**src/sv/lpfd_pkg.sv**
```systemverilog
// ----------------------------------------------------------------------------
// lpfd_pkg
// Shared types and constants for the length-prefixed frame deframer.
// ----------------------------------------------------------------------------
`timescale 1ns / 1ps
`default_nettype none

package lpfd_pkg;

  typedef enum logic [1:0] {
    PH_LEN   = 2'd0,
    PH_MAGIC = 2'd1,
    PH_BODY  = 2'd2
  } phase_t;

  localparam logic [1:0] KIND_START = 2'd0;
  localparam logic [1:0] KIND_BYTE  = 2'd1;
  localparam logic [1:0] KIND_ERROR = 2'd2;

  localparam logic [1:0] ERR_NONE      = 2'd0;
  localparam logic [1:0] ERR_TOO_LONG  = 2'd1;
  localparam logic [1:0] ERR_TOO_SHORT = 2'd2;
  localparam logic [1:0] ERR_BAD_MAGIC = 2'd3;

  localparam logic [31:0] MIN_FRAME_LEN   = 32'd8;
  localparam logic [31:0] MAGIC_LEN       = 32'd4;
  localparam logic [31:0] MAX_LEN_DEFAULT = 32'd65536;

  // magic sequence, one byte per position
  function automatic logic [7:0] magic_byte(input logic [1:0] pos);
    logic [7:0] b;
    case (pos)
      2'd0:    b = 8'h56;
      2'd1:    b = 8'h50;
      2'd2:    b = 8'h53;
      default: b = 8'h31;
    endcase
    return b;
  endfunction

  typedef struct packed {
    logic [1:0]  result_kind;
    logic [7:0]  data_byte;
    logic [31:0] frame_len;
    logic        last_of_frame;
    logic [1:0]  error_code;
  } result_t;

  // handoff from the input register to the parser
  typedef struct packed {
    logic       valid;
    logic [7:0] stream_byte;
  } in_item_t;

endpackage

`default_nettype wire

```
**src/sv/lpfd_if.sv**
```systemverilog
// ----------------------------------------------------------------------------
// lpfd channel interfaces
// Valid/ready channels for input bytes, results and the config write.
// ----------------------------------------------------------------------------
`timescale 1ns / 1ps
`default_nettype none

interface lpfd_in_if;
  logic       valid;
  logic       ready;
  logic [7:0] stream_byte;
  modport source (output valid, output stream_byte, input ready);
  modport sink   (input valid, input stream_byte, output ready);
endinterface

interface lpfd_out_if;
  logic        valid;
  logic        ready;
  logic [1:0]  result_kind;
  logic [7:0]  data_byte;
  logic [31:0] frame_len;
  logic        last_of_frame;
  logic [1:0]  error_code;
  modport source (output valid, output result_kind, output data_byte, output frame_len,
                  output last_of_frame, output error_code, input ready);
  modport sink   (input valid, input result_kind, input data_byte, input frame_len,
                  input last_of_frame, input error_code, output ready);
endinterface

interface lpfd_cfg_if;
  logic        valid;
  logic        ready;
  logic [31:0] max_frame_len;
  modport source (output valid, output max_frame_len, input ready);
  modport sink   (input valid, input max_frame_len, output ready);
endinterface

`default_nettype wire

```
**src/sv/lpfd_in_stage.sv**
```systemverilog
// ----------------------------------------------------------------------------
// lpfd_in_stage
// Input register; holds one stream byte until the parser takes it.
// ----------------------------------------------------------------------------
`timescale 1ns / 1ps
`default_nettype none

module lpfd_in_stage (
  input  wire logic              clk,
  input  wire logic              rst_n,
  input  wire logic              up_valid,
  output      logic              up_ready,
  input  wire logic [7:0]        up_byte,
  output      lpfd_pkg::in_item_t item,
  input  wire logic              take
);
  import lpfd_pkg::*;

  logic       valid_r;
  logic       valid_nxt;
  logic [7:0] byte_r;

  assign up_ready = !valid_r || take;

  always_comb begin
    valid_nxt = valid_r;
    if (up_ready) begin
      valid_nxt = up_valid;
    end
  end

  always_ff @(posedge clk) begin
    if (!rst_n) begin
      valid_r <= 1'b0;
    end else begin
      valid_r <= valid_nxt;
    end
  end

  always_ff @(posedge clk) begin
    if (up_ready && up_valid) begin
      byte_r <= up_byte;
    end
  end

  assign item.valid       = valid_r;
  assign item.stream_byte = byte_r;

endmodule

`default_nettype wire

```
**src/sv/lpfd_parser.sv**
```systemverilog
// ----------------------------------------------------------------------------
// lpfd_parser
// Frame parser state, length/magic checks and the result register.
// ----------------------------------------------------------------------------
`timescale 1ns / 1ps
`default_nettype none

module lpfd_parser (
  input  wire logic               clk,
  input  wire logic               rst_n,
  input  wire lpfd_pkg::in_item_t item,
  output      logic               take,
  input  wire logic               cfg_we,
  input  wire logic [31:0]        cfg_data,
  output      logic               res_valid,
  output      lpfd_pkg::result_t  res,
  input  wire logic               res_ready
);
  import lpfd_pkg::*;

  phase_t      phase_r,   phase_nxt;
  logic [1:0]  idx_r,     idx_nxt;
  logic [31:0] len_r,     len_nxt;
  logic [31:0] remain_r,  remain_nxt;
  logic [1:0]  err_r,     err_nxt;
  logic [31:0] max_r;
  logic        out_valid_r, out_valid_nxt;
  result_t     out_r;

  logic        step;
  logic        emit;
  result_t     res_d;
  logic [7:0]  b;
  logic        magic_ok;
  logic [31:0] len_full;
  logic [31:0] len_part;
  logic [31:0] remain_dec;

  assign b    = item.stream_byte;
  assign take = item.valid && (!out_valid_r || res_ready);
  assign step = take && (err_r == ERR_NONE);

  assign magic_ok   = (b == magic_byte(idx_r));
  assign len_full   = {b, len_r[23:0]};
  assign remain_dec = (remain_r != 32'd0) ? remain_r - 32'd1 : remain_r;

  // little-endian gather of the length bytes
  always_comb begin
    len_part = len_r;
    case (idx_r)
      2'd0:    len_part = {24'd0, b};
      2'd1:    len_part = {len_r[31:16], b, len_r[7:0]};
      2'd2:    len_part = {len_r[31:24], b, len_r[15:0]};
      default: len_part = len_full;
    endcase
  end

  // next state
  always_comb begin
    phase_nxt  = phase_r;
    idx_nxt    = idx_r;
    len_nxt    = len_r;
    remain_nxt = remain_r;
    err_nxt    = err_r;
    if (step) begin
      unique case (phase_r)
        PH_MAGIC: begin
          if (!magic_ok) begin
            err_nxt = ERR_BAD_MAGIC;
          end else if (idx_r != 2'd3) begin
            idx_nxt = idx_r + 2'd1;
          end else begin
            phase_nxt  = PH_BODY;
            idx_nxt    = 2'd0;
            remain_nxt = len_r - MAGIC_LEN;
          end
        end
        PH_BODY: begin
          remain_nxt = remain_dec;
          if (remain_dec == 32'd0) begin
            phase_nxt = PH_LEN;
            len_nxt   = 32'd0;
          end
        end
        default: begin
          len_nxt   = len_part;
          phase_nxt = PH_LEN;
          if (idx_r != 2'd3) begin
            idx_nxt = idx_r + 2'd1;
          end else begin
            idx_nxt = 2'd0;
            if (len_full > max_r) begin
              err_nxt = ERR_TOO_LONG;
            end else if (len_full < MIN_FRAME_LEN) begin
              err_nxt = ERR_TOO_SHORT;
            end else begin
              phase_nxt = PH_MAGIC;
            end
          end
        end
      endcase
    end
  end

  // result for this item
  always_comb begin
    emit  = 1'b0;
    res_d = '0;
    if (step) begin
      unique case (phase_r)
        PH_MAGIC: begin
          if (!magic_ok) begin
            emit             = 1'b1;
            res_d.result_kind = KIND_ERROR;
            res_d.error_code  = ERR_BAD_MAGIC;
          end else if (idx_r == 2'd3) begin
            emit             = 1'b1;
            res_d.result_kind = KIND_START;
            res_d.frame_len   = len_r;
          end
        end
        PH_BODY: begin
          emit               = 1'b1;
          res_d.result_kind   = KIND_BYTE;
          res_d.data_byte     = b;
          res_d.last_of_frame = (remain_dec == 32'd0);
        end
        default: begin
          if (idx_r == 2'd3) begin
            if (len_full > max_r) begin
              emit             = 1'b1;
              res_d.result_kind = KIND_ERROR;
              res_d.error_code  = ERR_TOO_LONG;
            end else if (len_full < MIN_FRAME_LEN) begin
              emit             = 1'b1;
              res_d.result_kind = KIND_ERROR;
              res_d.error_code  = ERR_TOO_SHORT;
            end
          end
        end
      endcase
    end
  end

  always_comb begin
    out_valid_nxt = out_valid_r;
    if (take) begin
      out_valid_nxt = emit;
    end else if (res_ready) begin
      out_valid_nxt = 1'b0;
    end
  end

  always_ff @(posedge clk) begin
    if (!rst_n) begin
      phase_r     <= PH_LEN;
      idx_r       <= 2'd0;
      len_r       <= 32'd0;
      remain_r    <= 32'd0;
      err_r       <= ERR_NONE;
      max_r       <= MAX_LEN_DEFAULT;
      out_valid_r <= 1'b0;
    end else begin
      phase_r     <= phase_nxt;
      idx_r       <= idx_nxt;
      len_r       <= len_nxt;
      remain_r    <= remain_nxt;
      err_r       <= err_nxt;
      out_valid_r <= out_valid_nxt;
      if (cfg_we) begin
        max_r <= cfg_data;
      end
    end
  end

  always_ff @(posedge clk) begin
    if (take && emit) begin
      out_r <= res_d;
    end
  end

  assign res_valid = out_valid_r;
  assign res       = out_r;

endmodule

`default_nettype wire

```
**src/sv/length_prefixed_frame_deframer.sv**
```systemverilog
// ----------------------------------------------------------------------------
// length_prefixed_frame_deframer
// Splits a byte stream into length-prefixed frames with a magic check.
// ----------------------------------------------------------------------------
// Takes one stream byte per cycle and sustains that rate under no output
// stall; each byte passes an input register and then a result register,
// which holds its result until the receiver takes it. Per byte the parser
// does at most two 32-bit compares and one 32-bit subtract, set by the frame
// state register loop. Length bytes and the first three magic bytes give no
// result unless a length or magic check fails; the fourth magic byte gives a
// frame start, each body byte one frame byte.
// Any error is reported once and all later bytes are dropped until reset.
// The maximum length may be written at any time the block is idle.
`timescale 1ns / 1ps
`default_nettype none

module length_prefixed_frame_deframer (
  input  wire logic clk,
  input  wire logic rst_n,
  lpfd_in_if.sink   in_if,
  lpfd_out_if.source out_if,
  lpfd_cfg_if.sink  cfg_if
);
  import lpfd_pkg::*;

  in_item_t item;
  logic     take;
  logic     res_valid;
  result_t  res;

  assign cfg_if.ready = 1'b1;

  lpfd_in_stage u_in_stage (
    .clk      (clk),
    .rst_n    (rst_n),
    .up_valid (in_if.valid),
    .up_ready (in_if.ready),
    .up_byte  (in_if.stream_byte),
    .item     (item),
    .take     (take)
  );

  lpfd_parser u_parser (
    .clk       (clk),
    .rst_n     (rst_n),
    .item      (item),
    .take      (take),
    .cfg_we    (cfg_if.valid),
    .cfg_data  (cfg_if.max_frame_len),
    .res_valid (res_valid),
    .res       (res),
    .res_ready (out_if.ready)
  );

  assign out_if.valid         = res_valid;
  assign out_if.result_kind   = res.result_kind;
  assign out_if.data_byte     = res.data_byte;
  assign out_if.frame_len     = res.frame_len;
  assign out_if.last_of_frame = res.last_of_frame;
  assign out_if.error_code    = res.error_code;

endmodule

`default_nettype wire

```
**src/flat_wrapper.sv**
```systemverilog
// flat-port wrapper written by rule: the top's interface ports become plain ports
module length_prefixed_frame_deframer_flat import lpfd_pkg::*;
  (clk, rst_n, in_if_valid, in_if_stream_byte, in_if_ready, out_if_valid, out_if_result_kind, out_if_data_byte, out_if_frame_len, out_if_last_of_frame, out_if_error_code, out_if_ready, cfg_if_valid, cfg_if_max_frame_len, cfg_if_ready);
  lpfd_in_if in_if_i ();
  lpfd_out_if out_if_i ();
  lpfd_cfg_if cfg_if_i ();
  input  wire logic clk;
  input  wire logic rst_n;
  input wire logic [$bits(in_if_i.valid)-1:0] in_if_valid;
  input wire logic [$bits(in_if_i.stream_byte)-1:0] in_if_stream_byte;
  output wire logic [$bits(in_if_i.ready)-1:0] in_if_ready;
  output wire logic [$bits(out_if_i.valid)-1:0] out_if_valid;
  output wire logic [$bits(out_if_i.result_kind)-1:0] out_if_result_kind;
  output wire logic [$bits(out_if_i.data_byte)-1:0] out_if_data_byte;
  output wire logic [$bits(out_if_i.frame_len)-1:0] out_if_frame_len;
  output wire logic [$bits(out_if_i.last_of_frame)-1:0] out_if_last_of_frame;
  output wire logic [$bits(out_if_i.error_code)-1:0] out_if_error_code;
  input wire logic [$bits(out_if_i.ready)-1:0] out_if_ready;
  input wire logic [$bits(cfg_if_i.valid)-1:0] cfg_if_valid;
  input wire logic [$bits(cfg_if_i.max_frame_len)-1:0] cfg_if_max_frame_len;
  output wire logic [$bits(cfg_if_i.ready)-1:0] cfg_if_ready;
  assign in_if_i.valid = in_if_valid;
  assign in_if_i.stream_byte = in_if_stream_byte;
  assign in_if_ready = in_if_i.ready;
  assign out_if_valid = out_if_i.valid;
  assign out_if_result_kind = out_if_i.result_kind;
  assign out_if_data_byte = out_if_i.data_byte;
  assign out_if_frame_len = out_if_i.frame_len;
  assign out_if_last_of_frame = out_if_i.last_of_frame;
  assign out_if_error_code = out_if_i.error_code;
  assign out_if_i.ready = out_if_ready;
  assign cfg_if_i.valid = cfg_if_valid;
  assign cfg_if_i.max_frame_len = cfg_if_max_frame_len;
  assign cfg_if_ready = cfg_if_i.ready;
  length_prefixed_frame_deframer u_core (.clk(clk), .rst_n(rst_n), .in_if(in_if_i), .out_if(out_if_i), .cfg_if(cfg_if_i));
endmodule
```
**config.mk**
```make
export PLATFORM = sky130hd
export DESIGN_NAME = length_prefixed_frame_deframer_flat
export DESIGN_NICKNAME = d
export VERILOG_FILES = /design/src/sv/lpfd_pkg.sv /design/src/sv/lpfd_if.sv /design/src/sv/lpfd_in_stage.sv /design/src/sv/lpfd_parser.sv /design/src/sv/length_prefixed_frame_deframer.sv /design/src/flat_wrapper.sv
export SDC_FILE = /design/constraint.sdc
export NUM_CORES = 1
export LEC_CHECK = 0
export BUFFER_PORTS_ARGS = -buffer_cell sky130_fd_sc_hd__clkbuf_2
export CAP_MARGIN = 40
export CELL_PAD_IN_SITES_DETAIL_PLACEMENT = 0
export CELL_PAD_IN_SITES_GLOBAL_PLACEMENT = 1
export CORE_UTILIZATION = 35
export CTS_CLUSTER_SIZE = 28
export DETAILED_ROUTE_END_ITERATION = 8
export PLACE_DENSITY = 0.75
export RECOVER_POWER = 25
export SLEW_MARGIN = 20
export SYNTH_ARGS = -nofsm -noshare
export SYNTH_HDL_FRONTEND = slang
export SYNTH_SLANG_ARGS = --single-unit
```
**constraint.sdc**
```tcl
create_clock -name clk -period 19.64 [get_ports clk]
set_input_delay 5.892 -clock clk [delete_from_list [all_inputs] [get_ports clk]]
set_output_delay 5.892 -clock clk [all_outputs]
set_load 0.01 [all_outputs]
```
==> metrics.txt, run 1 <==
Die Footprint=25,600 µm²; unique cell type count in the Yosys netlist=77; largest area contributor in the netlist=dfxtp_1; worst setup margin=about 7.2 ns; Worst setup EP type=primary output; worst path cell trace=clkbuf_2, nor2b_1, nand2_1, clkbuf_2; nets@finish=about 1.1k; FF-to-FF End=u_core.u_parser.res[22]; CP Data Required Time=roughly 14 ns; initial antenna violation count=0; most frequent CP cell=clkbuf_2; Overall Global Routing Usage=0.187; hold_sp=u_core.u_parser.remain_r[23]; post_cts resized=0; Cells after Synth=951; RSZ-0062 raised after global routing=false; Detailed Route Iter0 Violations=446; Clk pin slew, worst setup/hold paths=around 0.06 ns; DP HPWL=approximately 17,000 µm; area grow syn2layout=15.1%; r2r setup slk=roughly 16 ns; Lkg Pwr=0.00407 µW; fin util=0.413; I/O Buffers=just over 90; Finished Cell Area=roughly 10,000 µm²; Max Clock Freq=~0.081 GHz; CTS Buffer Depth=2; number of cells on the worst hold path=2; Chip Height=160 µm; Synth area leaders=dfxtp_1 (24%), edfxtp_1 (18%), ha_1 (6.3%), nor2_1 (4.1%), mux2i_1 (3.8%); top-count cell post-synth=dfxtp_1; depth of the most critical reg-to-reg path=8; EDFF count, synth=53; layout cells sized above 1=0.161; Syn Nets=1,040; Die Width=~160 µm; placed cell areas=9480 µm²; first-pass GRT wire length=about 38,000 µm; relative slew slack=-1.10; final setup fails=0; Clock Sinks=between 150 and 200; Worst Tran Pin Value=~3.1 ns; total power=between 700 and 800 µW; failing checks=max-capacitance violations, max-slew violations; Avg Cell Area, Syn=between 9 and 10 µm²; power density over the cells=78.0 nW/µm²; Layout Skew=between 0.01 and 0.015 ns; Routed WL=about 24,000 µm; Synth top area share=0.238; CTS tree=built; core area=around 24,000 µm²; number of global-route vias before repair=roughly 6.9k; Gate power share=0.133; # IOs=between 90 and 100; Synth Warn #=0; Final ANT Viol Nets=0; GRT Residual Overflow=0; # H-tree levels=4; DP Worst Slack=between 7 and 8 ns; CTS hold repair buffers=0; post-DR vias/cell=between 5 and 6; Synth Register Bits=roughly 160; fraction of registers with async set/reset=0; total CTS buffers=17; internal power=571 µW; Initial Utilization=0.359; Critical path buffers and inverters=2; Clock Latency Late Sink=0.43 ns; ys flop type=dfxtp_1; register area share after synthesis=0.420; slowest stage delay, CP=0.29 ns; cell area after synthesis=between 8000 and 9000 µm²; Sw Ratio=0.272; synth cell count leaders=dfxtp_1 (104), nor2_1 (96), nand2_1 (59); Hold Vio Cnt, Final=0; Max Slew Vio Count=54; Hold WC Path Type=flip-flop to flip-flop; CP Class=input pin to primary output; final worst-path cycle share=0.632; critical-path maximum fanout=5; area taken by flip-flops and latches=approximately 3700 µm²; Clk pwr share=0.418; Max Cap Viol=1; gp weighted congestion=between 0.8 and 0.9; multi-input logic area=4660 µm²; delay-heaviest family, CP=simple AND/OR/NAND/NOR gates; Sequential Power Share=0.449; root buf cell=clkbuf_16; Cell Rows=between 50 and 60; fin crit period=12.41 ns; Worst Path Arrival=between 6 and 7 ns; post-CTS setup buffers=0; Fin Setup TNS=0 ns; Reg2Reg Launch Point=u_core.u_in_stage.byte_r[7]; routed len/inst=about 18 µm; Ant. Diodes=0; Hold Path End=u_core.u_parser.remain_r[23]; status=finished, violations left; CP startpoint kind=input pin; Residual DRC=0; Max stage delay cell, worst path=nor2b_1; DRT Pass-1 Iters=5; Peak VDD IR=about 0.000058 V; fillers=between 2k and 2.5k; Psw=214 µW; largest net degree at the start of global routing=82; vias post-DR=approximately 7.3k
==> flip-flops by register name (all words and copies together) (netlist names) <==
register / count
u_core.u_parser.idx_r: 2
u_core.u_parser.phase_r: 2
u_core.u_parser.len_r: 32
u_core.u_parser.err_r: 2
u_core.u_in_stage.byte_r: 8
u_core.u_parser.res_valid: 1
u_core.u_parser.max_r: 32
u_core.u_in_stage.valid_r: 1
u_core.u_parser.res: 45
u_core.u_parser.remain_r: 32
==> power by group through the flow <==
stage	Clock (µW)	Combinational, µW	Sequential (µW)
after floorplan	0	78.7	354
after global placement	0	102	360
after detailed placement	0	104	360
after CTS	334	105	353
after global routing	346	118	353
final	328	104	353
==> tightest hold or removal path: cells and delay by family, from the launching register on <==
kind             cells  cell delay (ns)
flip-flops           1             0.33
AND/OR/NAND/NOR      1             0.06
AO/OA/AOI/OAI        1             0.05
==> layer usage <==
layer | part of all wire | global-route usage
met1 | 0.46 | 0.244
met2 | 0.47 | 0.309
met3 | 0.038 | 0.0299
met4 | 0.026 | 0.0753
met5 | 0 | 0
==> cell families after synthesis <==
family | share of synthesized area
DFF | 0.420
adders and majority gates | 0.0629
xor gates and xnor gates | 0.0350
buffers and inverters | 0.0502
muxes | 0.0378
and+or+nand+nor | 0.212
AOI/OAI and AO/OA | 0.182
other | 0.000429
==> worst max-delay path by stage <==
stage               depth (start not counted)  slack [ns]    startpoint           to
floorplan                                   2        7.51  out_if_ready  in_if_ready
global placement                            4        7.29  out_if_ready  in_if_ready
detailed placement                          4        7.25  out_if_ready  in_if_ready
CTS                                         4        7.25  out_if_ready  in_if_ready
global route                                4        7.17  out_if_ready  in_if_ready
finish                                      4        7.23  out_if_ready  in_if_ready
==> stage by stage <==
stage / std cells / hold slack [ns]
after floorplan: 951 / 0.445
after global routing: 1354 / 0.513
after CTS: 1350 / 0.478
final: 1354 / 0.481
after global placement: 1313 / 0.460
after detailed placement: 1318 / 0.470
==> cell usage in the layout, fill, tap and decap left out, types with 20 or more instances in the layout <==
cell type  synthesis  routed
a21oi_1           51      51
o21ai_0           49      49
a22o_1            32      32
xnor2_1           24      24
nand2_1           59      59
nor3_1            25      25
dfxtp_1          104     104
clkbuf_2           0      89
ha_1              44      43
nand3_1           20      20
edfxtp_1          53      53
nor2_1            96      96
mux2i_1           33      33
and2_1            36      35
nor4_1            24      24
inv_1             47      47
==> final cells by class <==
cell class,count,area share
Clock buffer,19,0.0451
Inverter,48,0.0179
Timing Repair Buffer,107,0.0565
Tap cell,324,0.0403
Sequential cell,157,0.365
Multi-Input combinational cell,686,0.463
Clock inverter,13,0.0128
Note: power is estimated with default switching activity, not from simulation.
==> run 2, diff against run 1 <==
- PLACE_DENSITY: 0.75 -> 0.78
- clock period: 19.64 -> 10.6 ns (I/O delays scaled with it)
==> metrics.txt, run 2 (same netlist as run 1, synthesis figures left out) <==
CTS tree=built; max reg flops=45; final setup fails=0; slowest stage delay, CP=approximately 0.27 ns; Detailed Route Iter0 Violations=~480; commonest non-fill, non-tap cell in the layout=dfxtp_1; core area=between 20,000 and 25,000 µm²; # IOs=93; Critical path buffers and inverters=2; initial antenna violation count=0; relative slew slack=0.234; layout cells sized above 1=0.132; fin crit period=roughly 7.0 ns; total CTS buffers=17; CP Data Required Time=7.42 ns; routed len/inst=around 18 µm; most frequent cells in the layout=dfxtp_1 (104), nor2_1 (96), nand2_1 (59), clkbuf_2 (56), edfxtp_1 (53); post-DR vias/cell=roughly 5.5; area grow syn2layout=14.7%; Worst Tran Pin Value=between 1 and 1.5 ns; Final ANT Viol Nets=0; Cell Rows=57; DP HPWL=16,900 µm; gp weighted congestion=approximately 0.86; critical-path maximum fanout=5; number of global-route vias before repair=7,160; first-pass GRT wire length=around 38,000 µm; final worst-path cycle share=0.656; total power=about 1500 µW; Max Clock Freq=about 0.14 GHz; fin util=0.412; Overall Global Routing Usage=0.189; Die Width=approximately 160 µm; Max Slew Vio Count=0; Lkg Pwr=between 0.003 and 0.004 µW; Layout Skew=a little over 0.007 ns; nets@finish=around 1.1k; power density over the cells=145 nW/µm²; post_cts resized=0; Max stage delay cell, worst path=nor2b_1; hold slack=a little under 0.5 ns; Ant. Diodes=0; Chip Height=between 150 and 200 µm; largest net degree at the start of global routing=90; DRT Pass-1 Iters=5; most frequent CP cell=clkbuf_2; Residual DRC=0; I/O Buffers=91; vias post-DR=around 7.4k; root buf cell=clkbuf_16; Peak VDD IR=0.000117 V; Hold Vio Cnt, Final=0; r2r setup slk=6.11 ns; Hold WC Path Type=flip-flop to flip-flop; post-CTS setup buffers=0; CP Class=input pin to primary output; RSZ-0062 raised after global routing=false; Clock Sinks=approximately 160; Initial Utilization=0.359; fillers=2,462; delay-heaviest family, CP=simple AND/OR/NAND/NOR gates; Die Footprint=approximately 26,000 µm²; worst path cell trace=clkbuf_2, nor2b_1, nand2_1, clkbuf_2; Clk pin slew, worst setup/hold paths=approximately 0.060 ns; Fin Setup TNS=0 ns; GRT Residual Overflow=0; Worst Path Arrival=3.77 ns; CTS hold repair buffers=0; Max Cap Viol=0; Routed WL=~24,000 µm; # H-tree levels=4; status=finished clean; Clock Latency Late Sink=about 0.43 ns; Worst setup EP type=primary output; CTS Buffer Depth=2; CP startpoint kind=input pin
## run 2: worst register-to-register path, delay by kind of cell (launching register included)
kind / cells / cell delay (ns)
compound gates: 4 / 1.61
simple gates: 2 / 0.90
flops: 1 / 0.61
buf+inv: 1 / 0.58
fa+ha+maj: 1 / 0.41
## run 2: path summary, 6_finish.rpt
| path | start | end | cells after the start |
|---|---|---|---|
| worst max-delay path | out_if_ready | in_if_ready | 4 |
| worst min-delay path | u_core.u_parser.len_r[0] | u_core.u_parser.len_r[0] | 1 |
| worst max register to register | u_core.u_in_stage.byte_r[6] | u_core.u_parser.res[29] | 8 |
| worst min register to register | u_core.u_parser.len_r[0] | u_core.u_parser.len_r[0] | 1 |
## run 2: stage by stage
stage	setup slack, ns	area, µm²	cells
finish	3.65	10000	1350
global route	3.55	10000	1350
CTS	3.64	10100	1349
detailed placement	3.65	9480	1317
global placement	3.67	9430	1313
floorplan	2.62	8750	951
## run 2: final cells by class
| cell class | instances | area, µm² | area share |
|---|---|---|---|
| Sequential cell | 157 | 3670 | 0.366 |
| Clock inverter | 15 | 154 | 0.0153 |
| Multi-Input combinational cell | 686 | 4670 | 0.465 |
| Clock buffer | 17 | 425 | 0.0424 |
| Inverter | 48 | 180 | 0.0180 |
| Tap cell | 324 | 405 | 0.0404 |
| Timing Repair Buffer | 103 | 533 | 0.0531 |
## run 2: power breakdown
| group | internal, µW | switching (µW) | leakage (µW) |
|---|---|---|---|
| Sequential | 633 | 20.0 | 0.00133 |
| Combinational | 83.2 | 109 | 0.00238 |
| Clock | 331 | 275 | 0.000277 |
## run 2: per-layer routing
layer	vias to the layer above	global-route usage	part of all wire
met3	37	0.0247	0.036
met2	192	0.321	0.48
met5	-	0	0
met4	0	0.0805	0.026
met1	3571	0.239	0.45
li1	3616	-	-
